**src/design/atpp_hist_mem.sv**
```systemverilog
// Sample history memory: one write port, one registered read port.
module atpp_hist_mem #(
    parameter int unsigned DEPTH = 128
) (
    input  logic                     i_clk,
    input  logic                     i_we,
    input  logic [$clog2(DEPTH)-1:0] i_waddr,
    input  logic signed [15:0]       i_wdata,
    input  logic [$clog2(DEPTH)-1:0] i_raddr,
    output logic signed [15:0]       o_rdata
);

    logic signed [15:0] r_mem [DEPTH];

    always_ff @(posedge i_clk) begin
        if (i_we) begin
            r_mem[i_waddr] <= i_wdata;
        end
        o_rdata <= r_mem[i_raddr];
    end

endmodule

```
**config.mk**
```make
export PLATFORM = sky130hd
export DESIGN_NAME = atpp_hist_mem
export DESIGN_NICKNAME = d
export VERILOG_FILES = /design/src/design/atpp_hist_mem.sv
export SDC_FILE = /design/constraint.sdc
export NUM_CORES = 2
export LEC_CHECK = 0
export ABC_AREA = 0
export BUFFER_PORTS_ARGS = -buffer_cell sky130_fd_sc_hd__clkbuf_2
export CAP_MARGIN = 5
export CORE_ASPECT_RATIO = 2
export CORE_MARGIN = 2
export CORE_UTILIZATION = 55
export CTS_CLUSTER_SIZE = 40
export DETAILED_ROUTE_END_ITERATION = 16
export PLACE_DENSITY = 0.71
export SLEW_MARGIN = 0
export SYNTH_ARGS = -nofsm -noshare
export SYNTH_HDL_FRONTEND = slang
export SYNTH_SLANG_ARGS = --single-unit
```
**constraint.sdc**
```tcl
create_clock -name i_clk -period 3.7 [get_ports i_clk]
set_clock_uncertainty 0.1 [all_clocks]
set_input_delay 0.925 -clock i_clk [delete_from_list [all_inputs] [get_ports i_clk]]
set_output_delay 0.925 -clock i_clk [all_outputs]
set_load 0.01 [all_outputs]
```
==> run metrics <==
DRT iter0 DRCs between 4000 and 5000; mapped cell area 78500 sq um; Hold-fix buffers, CTS 0; leak pwr approximately 0.028 uW; Die Area ~150000 sq um; TritonCTS Buffers about 170; Area Overhead vs Synth 13.1%; via count 36024; Post-synth ARST share 0%; syn avg cell area 25.4 sq um; pwr dens approximately 520 nW/um^2; Slew Limit Headroom between 10% and 20%; Crit. Startpoint i_raddr[0]; Die H around 540 um; fin cells about 5400; setup_tns 0 ns; post-synth top area share between 70 and 80%; Max-Cap Viols 0; dominant cell type by area after synthesis edfxtp_1; status finished clean; hpwl dp 128000 um; post-synthesis register bit count around 2100; first-pass GRT wire length 283000 um; critical path fanouts, max 19; placed cells 5143; drt drc 0; Num Clock Sinks 2064; Routed WL between 200000 and 250000 um; pin count of the biggest net entering global routing roughly 130; post-CTS setup buffers 0; reg2reg start r_mem[109][1]; # resized after CTS 0; cell count after synthesis 3086; final worst setup slack around 0.54 ns; clock root cell clkbuf_16; period utilization a little under nine tenths; Hold Vio Cnt, Final 0; fin crit period about 3.2 ns; Reg2Reg Depth 4; GP Congestion 0.928; net count of the finished layout 3464; clock-pin transition on the worst setup and hold timing paths 0.07 ns; Final Core Density 62.5%; Row Count 196; layout cells sized above 1 about 36%; Post-DRT Antenna Nets 0; H-tree Lvls 4; worst-case clock buffer depth 4; drt via density ~6.6; fmax approximately 0.32 GHz; WP data required roughly 4.3 ns; Unique masters post-synth 17; Slew Limit Fails 0; Initial Utilization between 50% and 60%; CP Capture Type flop; TritonRoute pass-1 iters 5; RSZ-0062 raised after global routing no; final setup fails 0; clock latency on the worst-skew pair 0.83 ns; CTS tree built; Syn Nets around 3100; CP Launch Type input pin; Worst-Margin Slew 1.34 ns; Worst Path Class, Setup in2reg; EDFF count, synth 2048; cell with the most instances after synthesis edfxtp_1; core area ~140000 sq um; total gr overflow 0; number of top-level pins between 40 and 50; min-delay src i_wdata[14]; chip width 271 um; sequential share of the synthesized area 78.7%; Buffers on Ports 47; Worst VDD drop just over 0.0005 V; CP arrival approximately 3.8 ns; largest cells by area after synthesis edfxtp_1 (78%), mux4_2 (19%), nor2_1 (0.58%); worst hold-check path type in2reg; yosys warns 0; detailed-route wire length per cell ~37 um; most instantiated cells after synthesis edfxtp_1 (2048), mux4_2 (672), nor2_1 (122); GRT Overall Usage about 28%; worst hold path stage count 1; number of global-route vias before repair approximately 38000; antenna violations before repair 14; dpl ws -0.263 ns; ys flop type edfxtp_1
## worst max-delay path, cell delays in order
cell and delay [ns]:
buf_8 0.15, buf_12 0.24, buf_4 0.31, buf_4 0.19, mux4_2 0.52, mux4_2 0.59
mux4_2 0.50, mux2_2 0.27
## worst paths after layout
| check | end | slack, ns |
|---|---|---|
| setup / recovery | o_rdata[14] | 0.54 |
| hold / removal | r_mem[109][14] | 0.52 |
| setup reg to reg | o_rdata[1] | 1.03 |
| hold reg to reg | o_rdata[12] | 1.03 |
## kinds of logic after synthesis
kind of cell           synth area share [%]
and+or+nand+nor                       0.888
muxes                                  19.5
buffers and inverters                 0.881
DFF                                    78.7
## metrics by stage
step	hold slack [ns]	cell area (sq um)	total power (uW)
global placement	1.02	83600	28900
CTS	0.507	88800	46200
finish	0.517	88800	46000
floorplan	0.924	78500	27600
detailed placement	1.02	83600	29000
global route	0.541	88800	47000
## layout make-up
type                    count  area (sq um)
multi-input cells         858         16100
flip-flops and latches   2064         61800
clock buffers             205          4440
fillers                  9255         53400
well taps                1881          2350
repair buffers            340          3340
diodes                     11          27.5
clock inverters            86           801
## placed cells by master, fill, tap and decap left out, drive strengths merged, types with 3 or more instances in the layout
master / count
nor2: 122
mux2: 16
nand2: 14
buf: 313
clkbuf: 232
nor3: 9
dfxtp: 16
clkinv: 64
nand4: 3
nand3: 12
clkinvlp: 6
edfxtp: 2048
bufinv: 14
mux4: 672
diode: 11
nor2b: 7
## metal layers
metal	part of all wire (%)	global-route usage (%)	vias up
li1	-	-	14097
met1	32	31.2	19491
met2	55	50.5	1902
met3	6.5	3.77	526
met4	7.2	17.6	8
met5	0.026	0	-
## sequential cells by signal (all words and copies together) (netlist names)
name,flops
o_rdata,16
r_mem,2048
## report_power, final
part / leakage (uW) / switching (uW) / internal, uW
clock network: 0.00256 / 7970 / 9520
registers: 0.0185 / 103 / 25800
logic: 0.00647 / 1500 / 1080
Note: power is estimated with default switching activity, not from simulation.
