==> config.mk <==
export PLATFORM = sky130hd
export DESIGN_NAME = atpp_mul
export DESIGN_NICKNAME = d
export VERILOG_FILES = /design/src/design/atpp_pkg.sv /design/src/design/atpp_mul.sv
export SDC_FILE = /design/constraint.sdc
export NUM_CORES = 2
export LEC_CHECK = 0
export ABC_AREA = 1
export ABC_CLOCK_PERIOD_IN_PS = 8650
export BUFFER_PORTS_ARGS = -buffer_cell sky130_fd_sc_hd__buf_2
export CAP_MARGIN = 5
export CORE_UTILIZATION = 45
export DETAILED_ROUTE_END_ITERATION = 10
export SYNTH_ARGS = -nofsm -noshare
export SYNTH_HDL_FRONTEND = slang
export SYNTH_SLANG_ARGS = --single-unit
==> constraint.sdc <==
create_clock -name i_clk -period 8.65 [get_ports i_clk]
set_input_delay 0.865 -clock i_clk [delete_from_list [all_inputs] [get_ports i_clk]]
set_output_delay 0.865 -clock i_clk [all_outputs]
set_load 0.005 [all_outputs]
==> src/design/atpp_pkg.sv <==
// Shared types and constants for the adaptive threshold peak picker.
package atpp_pkg;

    localparam int unsigned IDX_W = 20;
    localparam logic [IDX_W-1:0] SEEN_LIMIT = 20'hFFFFF;
    localparam logic [4:0] PEAK_CAP = 5'd17;

    // shared multiplier operand and product widths
    localparam int unsigned MUL_AW = 33;
    localparam int unsigned MUL_BW = 18;
    localparam int unsigned MUL_PW = MUL_AW + MUL_BW;

    // register map, one word per register
    typedef enum logic [2:0] {
        REG_HALF_WIDTH    = 3'd0,
        REG_THRESHOLD     = 3'd1,
        REG_DECAY_RATE    = 3'd2,
        REG_RELATIVE_MODE = 3'd3,
        REG_BACK_SPAN     = 3'd4,
        REG_AHEAD_SPAN    = 3'd5,
        REG_RSVD6         = 3'd6,
        REG_RSVD7         = 3'd7
    } t_reg_idx;

    typedef struct packed {
        logic [4:0]         half_width;
        logic signed [15:0] threshold;
        logic [15:0]        decay_rate;
        logic               relative_mode;
        logic [1:0]         back_span;
        logic [1:0]         ahead_span;
    } t_cfg;

    typedef enum logic [3:0] {
        ST_IDLE,
        ST_CHECK,
        ST_RDX,
        ST_MULB,
        ST_AVU,
        ST_SMAX,
        ST_LVL,
        ST_SSUM,
        ST_CMP,
        ST_PEAK,
        ST_NEXT,
        ST_FLUSH,
        ST_MARK
    } t_state;

endpackage

==> src/design/atpp_mul.sv <==
// Shared signed multiplier with a registered product.
module atpp_mul
    import atpp_pkg::*;
(
    input  logic                     i_clk,
    input  logic signed [MUL_AW-1:0] i_a,
    input  logic signed [MUL_BW-1:0] i_b,
    output logic signed [MUL_PW-1:0] o_p
);

    always_ff @(posedge i_clk) begin
        o_p <= MUL_PW'(i_a) * MUL_PW'(i_b);
    end

endmodule
==> reports/metrics.yaml <==
status: "completed"
largest_reg_flops: 51
dpl.hpwl_mm: 53.1
drcViolationCount: 0
drtAntennaViolNets: 0
instances_no_fill: 3806
synth-seq-area-share: 0.0436
row_count: 83
dr_total_vias: 18200
worst_pin_slew_ns: 1.03
cts.repair.resized: 0
fin_ws_ns: 1.83
clock_tree.buffer_depth: 2
nets: 3868
grt_pass1_vias: 20300
io_pins: 103
crit_path_start_kind: "input port"
globalplace.congestion: 0.927
drive_above_1_share: 0.0464
synth_nets: 3895
antenna_found_initial: 3
wl_per_cell_um: 16.6
core_sq_um: 51300
cp-end-kind: "register"
grt_use_total: 0.254
post_cts_buffers: 0
ctsHoldBuffers: 0
critPathTopFamily: "adder cells"
netlist_area_sq_um: 23400
slew_headroom: 0.311
max_stage_delay_ns: 0.61
synth_area_leaders: "fa_1 (49%), inv_1 (17%), nand2_1 (16%)"
fp.dieArea_sq_um: 52900
htreeDepth: 2
setup_violations: 0
avgSynthCellArea_sq_um: 7.43
firstDrtPassIters: 5
path_clk_slew_ns: 0.09
grt_overflow: 0
avgViaCountPerCell: 4.78
yosysTopAreaCell: "fa_1"
synthCells: 3151
layout_common_cells: "inv_1 (1037), nand2_1 (973), fa_1 (569)"
yosysWarnings: 0
placed_cells: 3797
ys_types: 27
path_buf_inv: 7
regMostFlops: "o_p"
worstSetupPathType: "in2reg"
drt-total-wl_mm: 63.1
finalCritPeriodShare: 0.789
start_util: 0.456
grt_setup_unrepaired: "false"
hp-class: "in2reg"
drv_cap: 0
nFillCells: 5146
slew_viol_final: 0
hold_viol: 0
synth_top_cell_area_share: 0.487
worst_ep_arrival_time_ns: 7.00
crit_required_ns: 8.83
grt_pass1_wl_mm: 105
cp_max_fo: 33
cp_cell_sequence: "buf_2 -> nand2_1 -> inv_1 -> fa_1 -> fa_1 -> ha_1 -> inv_1 -> fa_1 -> inv_1 -> fa_1 -> inv_1 -> fa_1 -> inv_1 -> ha_1 -> nand2_1 -> inv_1 -> nand2_1 -> nor3_1 -> nand2_1 -> nor2_1 -> nand2_1 -> nand4_1 -> nand2_1"
reg.largest.list: "o_p: 51 flops"
die_h_um: 230
grt_max_degree: 34
final_common_cell: "inv_1"
numCtsBuffers: 5
cts_tree: "done"
cpMaxStageDelayCell: "fa_1"
yosys_register_bits: 51
tns_ns: 0
timing.fmax_mhz: 147
layout_min_cycle_time_ns: 6.82
portBuffers: 102
area_delta_synth_final_pct: 4.31
hold_slack_ns: 0.999
drt_iter0_drc: 862
clockRootBuffer: "clkbuf_16"
cts.sinks: 51
fp.dieW_um: 230
place_ws_ns: 1.44
==> path summary, 6_finish.rpt <==
path	cells after the start	slack, ns	from	end
max	23	1.83	i_b[0]	o_p[47]
min	3	1.0	i_a[0]	o_p[0]
==> layout make-up <==
class,count,area (sq um),share of cell area
Multi-Input combinational cell,1924,18000,0.736
Inverter,1039,3900,0.160
Sequential cell,51,1020,0.0418
Tap cell,680,851,0.0349
Timing Repair Buffer,103,518,0.0212
Clock buffer,5,125,0.00513
Clock inverter,3,27.5,0.00113
Antenna cell,1,2.50,0.000103
==> metrics by stage <==
stage,area (sq um),utilization
floorplan,23400,-
finish,24400,0.476
global placement,24300,0.473
global route,24400,0.476
detailed placement,24300,0.473
CTS,24400,0.476
==> kinds of logic after synthesis <==
logic type                 share of synthesized area
AOI/OAI and AO/OA                            0.00807
DFF                                           0.0436
xor gates and xnor gates                      0.0101
and+or+nand+nor                                0.197
buffers and inverters                          0.189
adders and majority gates                      0.553
==> worst min-delay path, cell delays in order <==
cell     delay, ns
buf_2         0.25
nand2_1       0.12
inv_1         0.04
==> routing by layer <==
metal  vias up  GRT usage  wire, um
met5         -          0        15
met4         2     0.0844      2220
met3       131     0.0210      2860
met2       511      0.463     32200
met1      9065      0.315     25800
li1       8486          -         -
==> cells in the mapped netlist <==
cell type  number
inv_1        1037
nand2_1       973
fa_1          569
ha_1          123
clkbuf_1      118
nor2_1         95
dfxtp_1        51
nand3_1        49
a21oi_1        26
xor2_1         25
buf_1          19
nand4_1        16
nand2_2        11
nor2_2         10
or2_2           5
nor3_1          4
nand3b_1        3
o21bai_1        3
inv_2           2
nand3_2         2
nor2_4          2
o21a_1          2
xnor2_1         2
a21o_1          1
a21oi_2         1
nor3_2          1
o21ai_0         1
Power is left out: the tool's default activity adds up to more than one toggle a clock period on the data nets, which glitch-free logic cannot reach.
