$ cat src/design/atpp_pkg.sv
// Shared types and constants for the adaptive threshold peak picker.
package atpp_pkg;

    localparam int unsigned IDX_W = 20;
    localparam logic [IDX_W-1:0] SEEN_LIMIT = 20'hFFFFF;
    localparam logic [4:0] PEAK_CAP = 5'd17;

    // shared multiplier operand and product widths
    localparam int unsigned MUL_AW = 33;
    localparam int unsigned MUL_BW = 18;
    localparam int unsigned MUL_PW = MUL_AW + MUL_BW;

    // register map, one word per register
    typedef enum logic [2:0] {
        REG_HALF_WIDTH    = 3'd0,
        REG_THRESHOLD     = 3'd1,
        REG_DECAY_RATE    = 3'd2,
        REG_RELATIVE_MODE = 3'd3,
        REG_BACK_SPAN     = 3'd4,
        REG_AHEAD_SPAN    = 3'd5,
        REG_RSVD6         = 3'd6,
        REG_RSVD7         = 3'd7
    } t_reg_idx;

    typedef struct packed {
        logic [4:0]         half_width;
        logic signed [15:0] threshold;
        logic [15:0]        decay_rate;
        logic               relative_mode;
        logic [1:0]         back_span;
        logic [1:0]         ahead_span;
    } t_cfg;

    typedef enum logic [3:0] {
        ST_IDLE,
        ST_CHECK,
        ST_RDX,
        ST_MULB,
        ST_AVU,
        ST_SMAX,
        ST_LVL,
        ST_SSUM,
        ST_CMP,
        ST_PEAK,
        ST_NEXT,
        ST_FLUSH,
        ST_MARK
    } t_state;

endpackage

$ cat src/design/atpp_regs.sv
// Configuration register bank behind the APB-style port.
module atpp_regs
    import atpp_pkg::*;
(
    input  logic        i_clk,
    input  logic        i_rst_n,
    input  logic        i_psel,
    input  logic        i_penable,
    input  logic        i_pwrite,
    input  logic [4:0]  i_paddr,
    input  logic [31:0] i_pwdata,
    output logic [31:0] o_prdata,
    output t_cfg        o_cfg
);

    t_cfg     r_cfg;
    t_reg_idx w_idx;
    logic     w_wr;

    assign w_idx = t_reg_idx'(i_paddr[4:2]);
    assign w_wr  = i_psel && i_penable && i_pwrite;

    // register writes
    always_ff @(posedge i_clk) begin
        if (!i_rst_n) begin
            r_cfg.half_width    <= 5'd1;
            r_cfg.threshold     <= 16'sd0;
            r_cfg.decay_rate    <= 16'd0;
            r_cfg.relative_mode <= 1'b0;
            r_cfg.back_span     <= 2'd3;
            r_cfg.ahead_span    <= 2'd1;
        end else if (w_wr) begin
            unique case (w_idx)
                REG_HALF_WIDTH:    r_cfg.half_width    <= i_pwdata[4:0];
                REG_THRESHOLD:     r_cfg.threshold     <= $signed(i_pwdata[15:0]);
                REG_DECAY_RATE:    r_cfg.decay_rate    <= i_pwdata[15:0];
                REG_RELATIVE_MODE: r_cfg.relative_mode <= i_pwdata[0];
                REG_BACK_SPAN:     r_cfg.back_span     <= i_pwdata[1:0];
                REG_AHEAD_SPAN:    r_cfg.ahead_span    <= i_pwdata[1:0];
                default: ;
            endcase
        end
    end

    // read back
    always_comb begin
        o_prdata = 32'd0;
        unique case (w_idx)
            REG_HALF_WIDTH:    o_prdata = {27'd0, r_cfg.half_width};
            REG_THRESHOLD:     o_prdata = {16'd0, r_cfg.threshold};
            REG_DECAY_RATE:    o_prdata = {16'd0, r_cfg.decay_rate};
            REG_RELATIVE_MODE: o_prdata = {31'd0, r_cfg.relative_mode};
            REG_BACK_SPAN:     o_prdata = {30'd0, r_cfg.back_span};
            REG_AHEAD_SPAN:    o_prdata = {30'd0, r_cfg.ahead_span};
            default:           o_prdata = 32'd0;
        endcase
    end

    assign o_cfg = r_cfg;

endmodule

$ cat config.mk
export PLATFORM = sky130hd
export DESIGN_NAME = atpp_regs
export DESIGN_NICKNAME = d
export VERILOG_FILES = /design/src/design/atpp_pkg.sv /design/src/design/atpp_regs.sv
export SDC_FILE = /design/constraint.sdc
export NUM_CORES = 1
export LEC_CHECK = 0
export BUFFER_PORTS_ARGS = -buffer_cell sky130_fd_sc_hd__buf_4
export CORE_ASPECT_RATIO = 1.25
export CORE_UTILIZATION = 48
export CTS_CLUSTER_DIAMETER = 120
export DETAILED_ROUTE_END_ITERATION = 10
export PLACE_DENSITY = 0.86
export REMOVE_ABC_BUFFERS = 1
export SYNTH_ARGS = -nofsm -noshare
export SYNTH_HDL_FRONTEND = slang
export SYNTH_SLANG_ARGS = --single-unit
export TNS_END_PERCENT = 10
$ cat constraint.sdc
create_clock -name i_clk -period 2.02 [get_ports i_clk]
set_input_delay 0.404 -clock i_clk [delete_from_list [all_inputs] [get_ports i_clk]]
set_output_delay 0.404 -clock i_clk [all_outputs]
set_load 0.05 [all_outputs]
==> results.md <==
* Initial Util at 0.5085
* Number of synthesized flops with an enable pin at 0
* Clk buf depth at 2
* Commonest non-fill, non-tap cell in the layout: buf_4
* Tmin final at 1.867 ns
* DIE HEIGHT at 75.97 µm
* IO buf count at 81
* Power per cell area at 672.5 nW/µm²
* Final core utilization at 0.6881
* Setup Skew at 0 ns
* Synth top area share at 0.4002
* Ys Warns at 0
* Hold WS at 0.3216 ns
* Initial antenna violation count at 0
* Pint at 1.436 mW
* Tcrit/Tclk final at 0.9242
* Leading area contributor after synthesis: dfxtp_1
* Worst R2R Start: o_cfg[3]
* Rows at 26
* Ratio of cells with drive above 1 in the final layout at 0.3270
* Detailed-route DRC error count at 0
* Pin count of the biggest net entering global routing at 40
* Global-route wire length before repair at 8.017 mm
* Setup violators final at 0
* RSZ-0062 raised after global routing: false
* Final Max Slew Viols at 0
* Combinational share of power at 0.136
* RR Endpoint: o_cfg[3]
* Ant. Diodes at 0
* Reg2Reg Setup Slack at 1.23 ns
* Post-cts gate resize count at 0
* Largest cells by area after synthesis: dfxtp_1 (40%), mux2i_1 (21%), nand2_1 (9.5%)
* Num ports at 116
* Largest register FFs at 42
* Non-Filler Instances at 371
* Kind of critical path: in -> out
* Final worst slack at 0.1531 ns
* Commonest cells after routing, fill and taps aside: buf_4 (91), nand2_1 (53), mux2i_1 (45)
* Share of flip-flops with an asynchronous set or reset at 0
* Max-cap viol count at 0
* Total Routed Length at 5.176 mm
* Worst-Skew Late Latency at 0.29 ns
* Status: completed
* Fin nets at 356
* Clk root buf: clkbuf_8
* CTS clk-pin slew, worst paths at 0.08 ns
* P_sw at 476.1 µW
* Starting DRT DRC Count at 95
* Clock power share at 0.426
* Hold_buf cts at 0
* Number of CTS-inserted buffers at 5
* Lkg Pwr at 1.276 nW
* Die Area at 4647 µm²
* Core region area at 4131 µm²
* Via count at 1890
* First-pass iteration count of the detailed router at 4
* Wire per inst at 13.95 µm
* Hold depth at 2
* Final Wtd Congestion at 0.7752
* # fillers at 354
* Dominant synthesized flop cell: dfxtp_1
* Post-Synthesis Cells at 233
* Final Hold Viols at 0
* Synth Cell Area at 2101 µm²
* Worst min path class: in -> reg
* CTS tree: yes
* Total power at 1.912 mW
* Syn-to-layout area delta at 35.32%
* Worst hold path startpoint: i_pwdata[1]
* Total GRT Usage at 0.2294
* Max H-tree Level at 2
* Worst Setup End Kind: output port
* Post-synth cell types at 32
* Yosys reg bits at 42
* Peak supply drop at 0.5947 mV
* Hold endpoint: o_cfg[3]
* Sequential power share at 0.439
* DR vias/cell at 5.094
* Die X at 61.17 µm
* CP required at 1.62 ns
* GRT overflow at 0
* CTS sink cnt at 42
* Sequential share of the synthesized area at 0.4002
* HPWL Detailed at 3.461 mm
* Sw frac at 0.2490
* Post-Place Cells at 363
* Vias in the first global route at 1686
* Fmax at 535.7 MHz
* Data arrival time of the worst path at 1.46 ns
* Critical Path Fanout Max at 14
* FF+latch area at 840.8 µm²
* R2R depth at 2
* Multi-input gate area at 1099 µm²
* Startpoint types: primary input
* Setup Buffers After CTS at 0
* Syn_area_per_cell at 9.016 µm²
* Worst slack, placed at 0.1665 ns
* Routed Antenna Nets at 0
-- layer usage --
| metal | share of wire | track usage |
|---|---|---|
| met1 | 0.42 | 0.2781 |
| met2 | 0.51 | 0.3859 |
| met3 | 0.055 | 0.06314 |
| met4 | 0.0095 | 0.06136 |
| met5 | 0 | 0 |
-- power by group through the flow --
stage	Clock, mW	Sequential (mW)	Combinational, mW
final	0.814	0.839	0.259
after floorplan	0	0.879	0.128
after global routing	0.860	0.840	0.275
after detailed placement	0	0.858	0.257
after CTS	0.819	0.839	0.259
after global placement	0	0.858	0.255
-- cells by family after synthesis --
group                  synth area share
multiplexers                     0.2144
buffers and inverters            0.1066
AND/OR/NAND/NOR                  0.1805
AO/OA/AOI/OAI                   0.09649
flip-flops                       0.4002
other                          0.001785
-- Yosys cell counts, drive strengths merged (2+ instances only) --
master   count
o211ai       3
nor2b        3
inv          2
nand2       53
nor3         2
a211o        2
clkbuf       6
nor2        18
a22oi       11
buf         26
a2bb2oi      3
dfxtp       42
o21ai        4
mux2i       45
-- worst max-delay path: stages --
cell	delay, ns
buf_4	0.16
and2b_1	0.21
buf_4	0.22
a22oi_1	0.12
nor2_1	0.13
buf_4	0.22
-- area by class of cell --
cell class / count / share of cell area
Sequential cell: 42 / 0.2958
Timing Repair Buffer: 91 / 0.2403
Tap cell: 56 / 0.02465
Inverter: 2 / 0.002641
Clock inverter: 2 / 0.02113
Multi-Input combinational cell: 172 / 0.3864
Clock buffer: 6 / 0.02905
-- worst max path at each step --
stage,cells after the start,endpoint,from
after floorplan,3,o_prdata[10],i_paddr[3]
after global placement,5,o_prdata[0],i_paddr[3]
after detailed placement,6,o_prdata[11],i_paddr[3]
after CTS,5,o_prdata[0],i_paddr[3]
after global routing,6,o_prdata[5],i_paddr[3]
final,6,o_prdata[11],i_paddr[3]
-- stage by stage --
stage	TNS, ns	cell area [µm²]
floorplan	-0.5481	1941
global placement	0	2700
detailed placement	0	2700
CTS	0	2843
global route	0	2843
finish	0	2843
Note: power is estimated with default switching activity, not from simulation.
